--- src/hdl/vt4x4_pkg.sv ---
package vt4x4_pkg;

    localparam int DIM       = 4;
    localparam int NUM_ELEMS = DIM * DIM;
    localparam int DATA_W    = 32;
    localparam int PROD_W    = 2 * DATA_W;
    localparam int SUM_W     = PROD_W + 2;
    localparam int FRAC_W    = 16;
    localparam int IDX_W     = $clog2(DIM);
    localparam int ELEM_IDX_W = $clog2(NUM_ELEMS);

    localparam logic MODE_LOAD      = 1'b0;
    localparam logic MODE_TRANSFORM = 1'b1;

    typedef logic signed [DATA_W-1:0] t_q16;

    typedef struct packed {
        t_q16 value;
        logic ovf;
    } t_lane_res;

endpackage

--- src/hdl/vt4x4_merge.sv ---
module vt4x4_merge (
    input  logic                  i_clk,
    input  logic                  i_rst_n,
    input  logic                  i_push,
    input  vt4x4_pkg::t_lane_res  i_lane [vt4x4_pkg::DIM],
    input  logic                  i_stall,
    output logic                  o_valid,
    output vt4x4_pkg::t_q16       o_comp [vt4x4_pkg::DIM],
    output logic                  o_overflow,
    output logic                  o_full
);

    vt4x4_pkg::t_q16 n_comp [vt4x4_pkg::DIM];
    logic            n_ovf;
    vt4x4_pkg::t_q16 r_out_comp [vt4x4_pkg::DIM];
    logic            r_out_ovf;
    logic            r_out_valid;
    vt4x4_pkg::t_q16 r_skid_comp [vt4x4_pkg::DIM];
    logic            r_skid_ovf;
    logic            r_skid_valid;
    logic            take;

    always_comb begin
        n_ovf = 1'b0;
        for (int c = 0; c < vt4x4_pkg::DIM; c++) begin
            n_comp[c] = i_lane[c].value;
            n_ovf     = n_ovf | i_lane[c].ovf;
        end
    end

    assign take = r_out_valid && !i_stall;

    always_ff @(posedge i_clk) begin
        if (!i_rst_n) begin
            r_out_valid  <= 1'b0;
            r_skid_valid <= 1'b0;
        end else if (i_push) begin
            if (!r_out_valid || take) begin
                r_out_valid <= 1'b1;
            end else begin
                r_skid_valid <= 1'b1;
            end
        end else if (take) begin
            r_out_valid  <= r_skid_valid;
            r_skid_valid <= 1'b0;
        end
    end

    always_ff @(posedge i_clk) begin
        if (i_push) begin
            if (!r_out_valid || take) begin
                r_out_comp <= n_comp;
                r_out_ovf  <= n_ovf;
            end else begin
                r_skid_comp <= n_comp;
                r_skid_ovf  <= n_ovf;
            end
        end else if (take && r_skid_valid) begin
            r_out_comp <= r_skid_comp;
            r_out_ovf  <= r_skid_ovf;
        end
    end

    assign o_valid    = r_out_valid;
    assign o_comp     = r_out_comp;
    assign o_overflow = r_out_ovf;
    assign o_full     = r_skid_valid;

endmodule

--- config.mk ---
export PLATFORM = sky130hd
export DESIGN_NAME = vt4x4_merge
export DESIGN_NICKNAME = d
export VERILOG_FILES = /design/src/hdl/vt4x4_pkg.sv /design/src/hdl/vt4x4_merge.sv
export SDC_FILE = /design/constraint.sdc
export NUM_CORES = 1
export LEC_CHECK = 0
export BUFFER_PORTS_ARGS = -buffer_cell sky130_fd_sc_hd__buf_4
export CELL_PAD_IN_SITES_DETAIL_PLACEMENT = 1
export CELL_PAD_IN_SITES_GLOBAL_PLACEMENT = 2
export CORE_UTILIZATION = 41
export CTS_CLUSTER_SIZE = 30
export DETAILED_ROUTE_END_ITERATION = 10
export PLACE_DENSITY = 0.91
export SYNTH_ARGS = -nofsm -noshare
export SYNTH_HDL_FRONTEND = slang
export SYNTH_SLANG_ARGS = --single-unit
--- constraint.sdc ---
create_clock -name i_clk -period 16.55 [get_ports i_clk]
set_input_delay 2.4825 -clock i_clk [delete_from_list [all_inputs] [get_ports i_clk]]
set_output_delay 2.4825 -clock i_clk [all_outputs]
set_load 0.005 [all_outputs]
==> flow_metrics.env <==
export IMPL_syn_inst=417
export IMPL_first_global_vias=5353
export IMPL_route_vias_total=4935
export IMPL_cts_path_max_buffers=3
export IMPL_clock_skew_ns=0.00898
export IMPL_cts_post_setup_buffers_inserted=0
export IMPL_rsz0062_at_grt="no"
export IMPL_synth_area_top_cells="edfxtp_1 82%, mux2_2 15%, buf_6 0.95%, dfxtp_1 0.42%, buf_2 0.37%"
export IMPL_syn_avg_cell_area_um2=22.6
export IMPL_rows=55
export IMPL_maxCapViolCount=0
export IMPL_period_needed_ns=4.63
export IMPL_syn2layout_area_growth_pct=33.3
export IMPL_antenna_found_initial=0
export IMPL_seq_area_frac_synth=0.825
export IMPL_ios=267
export IMPL_die_x_um=154
export IMPL_start_util=0.417
export IMPL_drt_pass1_iter_count=4
export IMPL_worst_pin_slew_ns=1.05
export IMPL_grt_overflow_total=0
export IMPL_drtAntennaViolNets=0
export IMPL_cp_start_kind="primary input"
export IMPL_globalplace_congestion=0.762
export IMPL_crit_arrival_ns=4.78
export IMPL_power_density_nw_per_um2=118
export IMPL_core_area_um2=22600
export IMPL_cts_clk_slew_worst_paths_ns=0.06
export IMPL_yosysTopAreaCell="edfxtp_1"
export IMPL_htreeDepth=1
export IMPL_end_kind="flip-flop"
export IMPL_synthesis_nets=553
export IMPL_diodes=0
export IMPL_cts_sinks=260
export IMPL_syn_area_um2=9440
export IMPL_crit_type="in -> reg"
export IMPL_grt_pass1_wl_um=31000
export IMPL_setup_viol=0
export IMPL_detail_route_wl_per_cell_um=20.5
export IMPL_cts_root_buffer="clkbuf_16"
export IMPL_setup_tns_final_ns=0
export IMPL_nNetsFinal=837
export IMPL_synth_seq_cells=260
export IMPL_layout_drive_gt1_share=0.616
export IMPL_dieArea_um2=23600
export IMPL_synth_top_area_frac=0.821
export IMPL_drt_iter0_markers=200
export IMPL_via_per_inst=4.91
export IMPL_hpwl_um=13700
export IMPL_fin_util=0.556
export IMPL_report_final_slew_viol_count=0
export IMPL_grt_usage=0.171
export IMPL_vdd_drop_max_uv=79.0
export IMPL_layout_cells_most_common="buf_4"
export IMPL_p_leak_nw=4.70
export IMPL_fmax_ghz=0.216
export IMPL_grt_max_degree=77
export IMPL_numCtsBuffers=27
export IMPL_yosys_warnings=0
export IMPL_io_buffers=266
export IMPL_period_share=0.280
export IMPL_drc=0
export IMPL_status="finished clean"
export IMPL_final_cell_mix="269 x buf_4, 258 x edfxtp_1, 128 x mux2_2"
export IMPL_synth_cell_type_count=14
export IMPL_cp_required_ns=16.69
export IMPL_postCtsHoldBufs=0
export IMPL_drt_total_wl_um=20600
export IMPL_fp_dieH_um=154
export IMPL_insertion_delay_ns=0.52
export IMPL_crit_fanout=70
export IMPL_min_path_type="reg -> reg"
export IMPL_cts_resized=0
export IMPL_hold_viol=0
export IMPL_cts_tree="done"
export IMPL_relSlewSlack=0.303
==> worst paths after layout <==
kind / startpoint / to / slack, ns / depth (start not counted)
worst max-delay path: i_push / r_skid_comp[69] / 11.92 / 3
worst max register to register: o_valid / r_skid_comp[69] / 13.91 / 2
worst min-delay path: r_skid_comp[61] / o_comp[61] / 0.55 / 1
worst min register to register: r_skid_comp[61] / o_comp[61] / 0.55 / 1
==> worst max-delay path, stage by stage <==
cell,delay [ns]
buf_6,0.42
and3_4,0.83
buf_4,0.83
==> through the flow <==
stage	power [mW]	instances	setup slack, ns	instance area [um^2]	hold WS (ns)
6_report	1.48	1006	11.92	12600	0.550
5_1_grt	1.53	1006	11.78	12600	0.556
2_1_floorplan	0.832	417	6.70	9440	0.502
3_5_place_dp	0.905	957	11.38	11700	0.535
3_3_place_gp	0.898	957	11.50	11700	0.528
4_1_cts	1.50	1006	11.92	12600	0.552
==> state kept, by name (all words and copies together), names as in the netlist <==
register	count
o_comp	128
o_full	1
o_overflow	1
o_valid	1
r_skid_comp	128
r_skid_ovf	1
==> synth_stat cells, drive strengths merged <==
| master | n |
|---|---|
| inv | 3 |
| o21ai | 1 |
| and3 | 1 |
| edfxtp | 258 |
| mux2 | 129 |
| nor2b | 1 |
| o32ai | 1 |
| nand2 | 1 |
| buf | 15 |
| or4 | 1 |
| a21oi | 4 |
| dfxtp | 2 |
==> cells by family after synthesis <==
kind of cell,after synthesis,synth area share
flip-flops,260,0.825
multiplexers,129,0.154
buffers and inverters,18,0.0144
AO/OA/AOI/OAI,6,0.00358
AND/OR/NAND/NOR,4,0.00292
==> cell type report <==
type                            count  area (um^2)
Fill cell                        2045        10100
Sequential cell                   260         7790
Timing Repair Buffer              270         2030
Multi-Input combinational cell    139         1530
Clock buffer                       30          687
Tap cell                          285          357
Clock inverter                     19          180
Inverter                            3         11.3
==> layer usage <==
metal,up-vias,GRT usage,part of all wire
met4,0,0.0471,0.022
met1,2460,0.215,0.41
met3,35,0.0454,0.074
li1,2235,-,-
met5,-,0,0
met2,205,0.290,0.49
==> power breakdown <==
group	internal, mW	total (mW)	switching, mW
sequential	0.763	0.774	0.0109
clock	0.346	0.590	0.244
combinational	0.0660	0.116	0.0499
total	1.18	1.48	0.305
Power figures use the tool's default switching activity.
