==> src/hdl/vt4x4_pkg.sv <==
package vt4x4_pkg;

    localparam int DIM       = 4;
    localparam int NUM_ELEMS = DIM * DIM;
    localparam int DATA_W    = 32;
    localparam int PROD_W    = 2 * DATA_W;
    localparam int SUM_W     = PROD_W + 2;
    localparam int FRAC_W    = 16;
    localparam int IDX_W     = $clog2(DIM);
    localparam int ELEM_IDX_W = $clog2(NUM_ELEMS);

    localparam logic MODE_LOAD      = 1'b0;
    localparam logic MODE_TRANSFORM = 1'b1;

    typedef logic signed [DATA_W-1:0] t_q16;

    typedef struct packed {
        t_q16 value;
        logic ovf;
    } t_lane_res;

endpackage

==> src/hdl/vt4x4_mstore.sv <==
module vt4x4_mstore (
    input  logic                                 i_clk,
    input  logic                                 i_rst_n,
    input  logic                                 i_we,
    input  logic [vt4x4_pkg::IDX_W-1:0]          i_row,
    input  logic [vt4x4_pkg::IDX_W-1:0]          i_col,
    input  vt4x4_pkg::t_q16                      i_data,
    output vt4x4_pkg::t_q16                      o_elems [vt4x4_pkg::NUM_ELEMS]
);

    vt4x4_pkg::t_q16 r_elem [vt4x4_pkg::NUM_ELEMS];
    logic [vt4x4_pkg::ELEM_IDX_W-1:0] waddr;

    assign waddr = {i_row, i_col};

    always_ff @(posedge i_clk) begin
        if (!i_rst_n) begin
            for (int i = 0; i < vt4x4_pkg::NUM_ELEMS; i++) begin
                r_elem[i] <= '0;
            end
        end else if (i_we) begin
            r_elem[waddr] <= i_data;
        end
    end

    assign o_elems = r_elem;

endmodule

==> config.mk <==
export PLATFORM = sky130hd
export DESIGN_NAME = vt4x4_mstore
export DESIGN_NICKNAME = d
export VERILOG_FILES = /design/src/hdl/vt4x4_pkg.sv /design/src/hdl/vt4x4_mstore.sv
export SDC_FILE = /design/constraint.sdc
export NUM_CORES = 1
export LEC_CHECK = 0
export ABC_AREA = 1
export BUFFER_PORTS_ARGS = -buffer_cell sky130_fd_sc_hd__buf_2
export CELL_PAD_IN_SITES_DETAIL_PLACEMENT = 0
export CELL_PAD_IN_SITES_GLOBAL_PLACEMENT = 1
export CORE_ASPECT_RATIO = 0.6
export CORE_UTILIZATION = 36
export DETAILED_ROUTE_END_ITERATION = 16
export PLACE_DENSITY_LB_ADDON = 0.25
export SLEW_MARGIN = 5
export SYNTH_ARGS = -nofsm -noshare
export SYNTH_HDL_FRONTEND = slang
export SYNTH_SLANG_ARGS = --single-unit
==> constraint.sdc <==
create_clock -name i_clk -period 1.4 [get_ports i_clk]
set_input_delay 0.21 -clock i_clk [delete_from_list [all_inputs] [get_ports i_clk]]
set_output_delay 0.21 -clock i_clk [all_outputs]
set_load 0.02 [all_outputs]
==> key figures, run 1 <==
Status
  – Status: complete, no violations

Finish
  – Design area: 26610 um^2
  – Area of the multi-input gates: 8406 um^2
  – Most frequent cells in the layout: nor2_1 (1024), nand2_1 (806), buf_2 (538), dfxtp_1 (505), inv_1 (136)
  – Sequential cell area: 10260 um^2
  – Util after Layout: 48.82%
  – Nets: 3532
  – Layout cell share with drive strength beyond 1: 22.07%
  – Fill count: 5483
  – Largest register FFs: 512
  – P&R area growth vs syn: 32.99%
  – Commonest non-fill, non-tap cell in the layout: nor2_1

Placement
  – Worst slack, placed: -0.06243 ns
  – Final HPWL DP: 53890 um
  – RePlAce Congestion: 0.8394
  – Post-DP Area: 24720 um^2
  – Port-buffer cells: 550

Routing
  – DRT iter0 DRCs: 1590
  – Wirelength, routed: 77590 um
  – Drt first pass iters: 5
  – Vias: 20160
  – Vias/cell: 4.750
  – Post-DRT Antenna Nets: 0
  – Wirelength per Cell: 18.28 um
  – DR DRC count: 0

Critical path
  – Setup Crit Path Kind: flop to output pin
  – Highest-delay cell along the critical path: dfxtp_1
  – Endpoint class of the critical path: output pin
  – Worst path top cell family by delay: flip-flops
  – Critical Path RT: 1.19 ns
  – Cell Chain, Critical Path: buf_4
  – Largest stage delay, worst path: 0.40 ns
  – Worst Setup Start Kind: flop
  – Critical path arrival: 1.15 ns
  – Crit path max fanout: 2
  – Worst path buffer plus inverter count: 1

Clocking
  – CTS tree: yes
  – H-tree Lvls: 2
  – Clk sinks: 512
  – Maximum clock insertion buffer count: 3
  – Num CTS Buffers: 49
  – Worst-path clk slew: 0.07 ns
  – Root buf cell: clkbuf_16
  – Clock latency on the worst-skew pair: 0.58 ns

Floorplanning
  – Core area: 54500 um^2
  – Ports: 551
  – Chip Height: 184.6 um
  – Initial Util: 36.71%
  – Row count: 66
  – Die Wd: 306.4 um
  – Area of the die: 56560 um^2

STA
  – Finish-stage setup viols: 0
  – Slew HR: 65.63%
  – Worst-Margin Slew: 0.5155 ns
  – Unrepaired setup endpoints after global routing: false
  – Worst Slack Setup Final: 0.03588 ns
  – Fmax: 0.7331 GHz
  – Final max-slew violation count: 0
  – Final Hold Violating Endpoints: 0
  – Clock skew: 0 ns
  – Crit path time final: 1.364 ns
  – Fin crit share: 97.44%

GRT
  – Vias in the first global route: 18400
  – Initial antenna violation count: 5
  – Largest net degree at the start of global routing: 81
  – Global-route wire length before repair: 114800 um
  – Total global routing overflow: 0
  – GRT Overall Usage: 26.62%

Yosys
  – Cell taking the most area after synthesis: dfxtp_1
  – Post-synthesis sequential area ratio: 51.23%
  – Synth warn: 0
  – Syn avg cell area: 6.775 um^2
  – Syn_nets: 2992
  – Cell count after synthesis: 2953
  – Synth Register Bits: 512
  – Yosys top cell area share: 51.23%
  – Ranking of synthesized cells by area: dfxtp_1 (51%), nor2_1 (19%), nand2_1 (15%)
  – Cell Area, Synth: 20010 um^2
  – Cell variety after synth: 14

Worst hold path
  – Min-Delay Path Class: input port to flop

Pwr
  – Worst vdd ir: 0.0007103 V
  – Total power draw: 0.03161 W
  – PwrDens: 1188 nW/um^2
  – Leakage power: 13.42 nW

Job
  – Max Cap Violations: 0
## layer usage
layer | vias up | GRT usage [%] | routed length, um
met5 | - | 0 | 7
met4 | 2 | 9.660 | 2613
met3 | 141 | 4.553 | 4777
met2 | 623 | 43.01 | 35640
met1 | 9341 | 35.72 | 34550
li1 | 10060 | - | -
## power breakdown
part / switching (W) / internal [W] / leakage, nW
logic: 0.00227 / 0.00114 / 8.52
clock network: 0.00583 / 0.00730 / 0.753
registers: 0.000178 / 0.0149 / 4.15
## final timing paths
kind | startpoint | slack, ns | end | cells past startpoint
min | i_we | 0.15 | o_elems[253] | 5
min reg2reg | o_elems[13] | 0.46 | o_elems[13] | 2
max | o_elems[473] | 0.04 | o_elems[473] | 1
max reg2reg | o_elems[395] | 0.74 | o_elems[395] | 4
## cell type report
type | count | area share [%]
Sequential cell | 512 | 38.55
Multi-Input combinational cell | 2080 | 31.59
Timing Repair Buffer | 713 | 18.83
Clock buffer | 76 | 5.327
Tap cell | 714 | 3.357
Inverter | 137 | 1.933
Clock inverter | 11 | 0.3950
Antenna cell | 2 | 0.01881
## synthesized netlist by cell type
library cell	instances
clkbuf_1	90
inv_1	136
buf_4	1
buf_2	71
nor2_4	6
dfxtp_1	512
nand4_1	128
nand3_1	101
buf_1	62
nor2_1	1036
nand3_2	1
nor2_2	2
nand2_1	806
clkinv_1	1
## worst min-delay path: stages
cell and delay [ns]:
buf_4 0.14, buf_12 0.15, nand4_1 0.09, nand2_1 0.06, nor2_1 0.03
## cell families (layout without fill, tap and decap cells)
logic type    after synthesis  in the layout  share of synthesized area [%]
buf+inv                   361            937                          7.235
flops                     512            512                          51.23
other cells                 0              2                              0
simple gates             2080           2080                          41.54
## metrics by stage
| step | instances | hold slack (ns) | setup TNS [ns] |
|---|---|---|---|
| final | 4245 | 0.1528 | 0 |
| after global routing | 4245 | 0.1527 | 0 |
| after global placement | 4123 | 0.4472 | 0 |
| after floorplan | 2953 | 0.3449 | 0 |
| after CTS | 4243 | 0.1126 | 0 |
| after detailed placement | 4123 | 0.4524 | -1.419 |
## repair_timing
| item | 4_1_cts | 5_1_grt |
|---|---|---|
| gates cloned | 0 | 0 |
| resized for setup | 6 | 11 |
| hold buffers | 33 | 0 |
| endpoints found under the hold margin | 105 | 0 |
| setup buffers | 0 | 0 |
| setup endpoints to repair | 6 | 11 |
No activity file was read; power rests on OpenSTA's default activity.
==> run 2, diff against run 1 <==
--- a/config.mk
+++ b/config.mk
@@ -13,6 +13,7 @@
 export CORE_UTILIZATION = 36
 export DETAILED_ROUTE_END_ITERATION = 16
 export PLACE_DENSITY_LB_ADDON = 0.25
+export RECOVER_POWER = 25
 export SLEW_MARGIN = 5
 export SYNTH_ARGS = -nofsm -noshare
 export SYNTH_HDL_FRONTEND = slang
==> run 2 against run 1 <==
Effect of this change:
- routed wire length barely moved
- first-iteration DRC count up 5.8%
- clock power is essentially flat
- count of clock-buffer cells in the layout did not move
- worst hold slack about the same
- combinational power decreased by 4%
- critical path type is now input port to flop
- critical endpoint is now o_elems[451]
- highest routed layer is now met4
==> key figures, run 2 (synthesized netlist as in run 1, its figures left out) <==
Status
  – Status: complete, no violations

Critical path
  – Critical Path RT: 1.87 ns
  – Register-to-Register Path Depth: 4
  – Setup Crit Path Kind: input port to flop
  – Crit path max fanout: 13
  – Reg2Reg Capture Point: o_elems[409]
  – Worst Setup Start Kind: input port
  – R2r setup slk: 0.74 ns
  – Critical Path Sink: o_elems[451]
  – Critical path arrival: 1.85 ns
  – Worst reg2reg startpoint: o_elems[409]
  – Endpoint class of the critical path: flop
  – Worst Setup SP: i_data[3]

Pwr
  – Seq pwr share: 47.9%
  – Internal power: 0.02319 W
  – Leakage power: 13.23 nW
  – PwrDens: 1202 nW/um^2
  – Sw Ratio: 26.31%
  – Worst vdd ir: 0.0007122 V
  – Clock power share: 41.8%
  – Combinational share of power: 10.4%
  – Sw Pwr: 0.008282 W
  – Total power draw: 0.03148 W

Clocking
  – Clock latency on the worst-skew pair: 0.57 ns
  – Root buf cell: clkbuf_16
  – CTS tree: yes
  – Maximum clock insertion buffer count: 3
  – Worst-path clk slew: 0.06 ns
  – Clk sinks: 512
  – H-tree Lvls: 2
  – Num CTS Buffers: 49

GRT
  – Initial antenna violation count: 3
  – Largest net degree at the start of global routing: 81
  – Global-route wire length before repair: 114800 um
  – Vias in the first global route: 18400
  – Total global routing overflow: 0
  – GRT Overall Usage: 26.62%

Finish
  – Layout cell share with drive strength beyond 1: 21.59%
  – Most frequent cells in the layout: nor2_1 (1024), nand2_1 (806), buf_2 (526), dfxtp_1 (505), inv_1 (136)
  – Design area: 26190 um^2
  – Util after Layout: 48.05%
  – P&R area growth vs syn: 30.89%
  – Commonest non-fill, non-tap cell in the layout: nor2_1
  – Nets: 3532
  – Largest register FFs: 512

Placement
  – Final HPWL DP: 53890 um
  – Port-buffer cells: 550
  – Post-DP Area: 24720 um^2
  – RePlAce Congestion: 0.8394

Routing
  – Wirelength, routed: 77610 um
  – Vias: 20220
  – DR DRC count: 0
  – Post-DRT Antenna Nets: 0
  – Vias/cell: 4.762
  – Wirelength per Cell: 18.28 um
  – Drt first pass iters: 6
  – DRT iter0 DRCs: 1683

STA
  – Final max-slew violation count: 0
  – Final Hold Violating Endpoints: 0
  – Worst-Margin Slew: 0.6952 ns
  – Crit path time final: 1.376 ns
  – Finish-stage setup viols: 0
  – Slew HR: 53.65%
  – Fin crit share: 98.31%
  – Unrepaired setup endpoints after global routing: false
  – Fmax: 0.7266 GHz
  – Clock skew: 0 ns

Floorplanning
  – Row count: 66
  – Die Wd: 306.4 um
  – Chip Height: 184.6 um
  – Initial Util: 36.71%
  – Area of the die: 56560 um^2
  – Ports: 551
  – Core area: 54500 um^2

Job
  – Max Cap Violations: 0

Worst hold path
  – Min-Delay Path Class: input port to flop
run 2: final cells by class:
class | instances | area, um^2
diodes | 2 | 5.005
well taps | 714 | 893.4
clock inverters | 11 | 105.1
clock buffers | 76 | 1418
repair buffers | 713 | 4588
inverters | 137 | 514.2
multi-input cells | 2080 | 8406
flip-flops and latches | 512 | 10260
fillers | 5540 | 28310
run 2: power by group through the flow:
stage,combinational [W],sequential [W],clock [W]
floorplan,0.00138,0.0158,0
global placement,0.00330,0.0154,0
detailed placement,0.00333,0.0154,0
CTS,0.00341,0.0151,0.0134
global route,0.00352,0.0151,0.0140
finish,0.00326,0.0151,0.0132
run 2: what timing repair did:
item,in CTS,in global routing
setup endpoints to repair,6,11
buffers inserted,0,0
resized for setup,6,11
hold buffers,33,0
pin swaps,0,0
endpoints found under the hold margin,105,0
run 2: stage by stage:
| step | setup TNS (ns) | std cells | setup WS (ns) | hold slack, ns |
|---|---|---|---|---|
| floorplan | 0 | 2953 | 0.1423 | 0.3449 |
| global placement | 0 | 4123 | 0.01811 | 0.4472 |
| detailed placement | -1.419 | 4123 | -0.06243 | 0.4524 |
| CTS | 0 | 4243 | 0.0001685 | 0.1126 |
| global route | 0 | 4245 | 0.0002847 | 0.1527 |
| finish | 0 | 4245 | 0.02371 | 0.1530 |
run 2: how the worst min path moves through the flow:
stage / from / to / slack [ns] / cells after the start
floorplan: i_data[4] / o_elems[100] / 0.34 / 2
global placement: o_elems[157] / o_elems[157] / 0.45 / 2
detailed placement: o_elems[157] / o_elems[157] / 0.45 / 2
CTS: i_we / o_elems[253] / 0.11 / 5
global route: i_we / o_elems[427] / 0.15 / 5
finish: i_we / o_elems[253] / 0.15 / 5
run 2: per-layer routing:
layer  global-route usage (%)  share of wire (%)  vias up
li1                         -                  -    10050
met2                    43.01                 46      638
met3                    4.553                6.2      133
met4                    9.660                3.2        0
met5                        0                  0        -
met1                    35.72                 45     9396
run 2: critical path: stages:
cell and delay (ns):
dlygate4sd3_1 0.53, clkbuf_1 0.16, inv_1 0.08, clkbuf_2 0.52, nand4_1 0.17, nand2_1 0.09, nor2_1 0.04
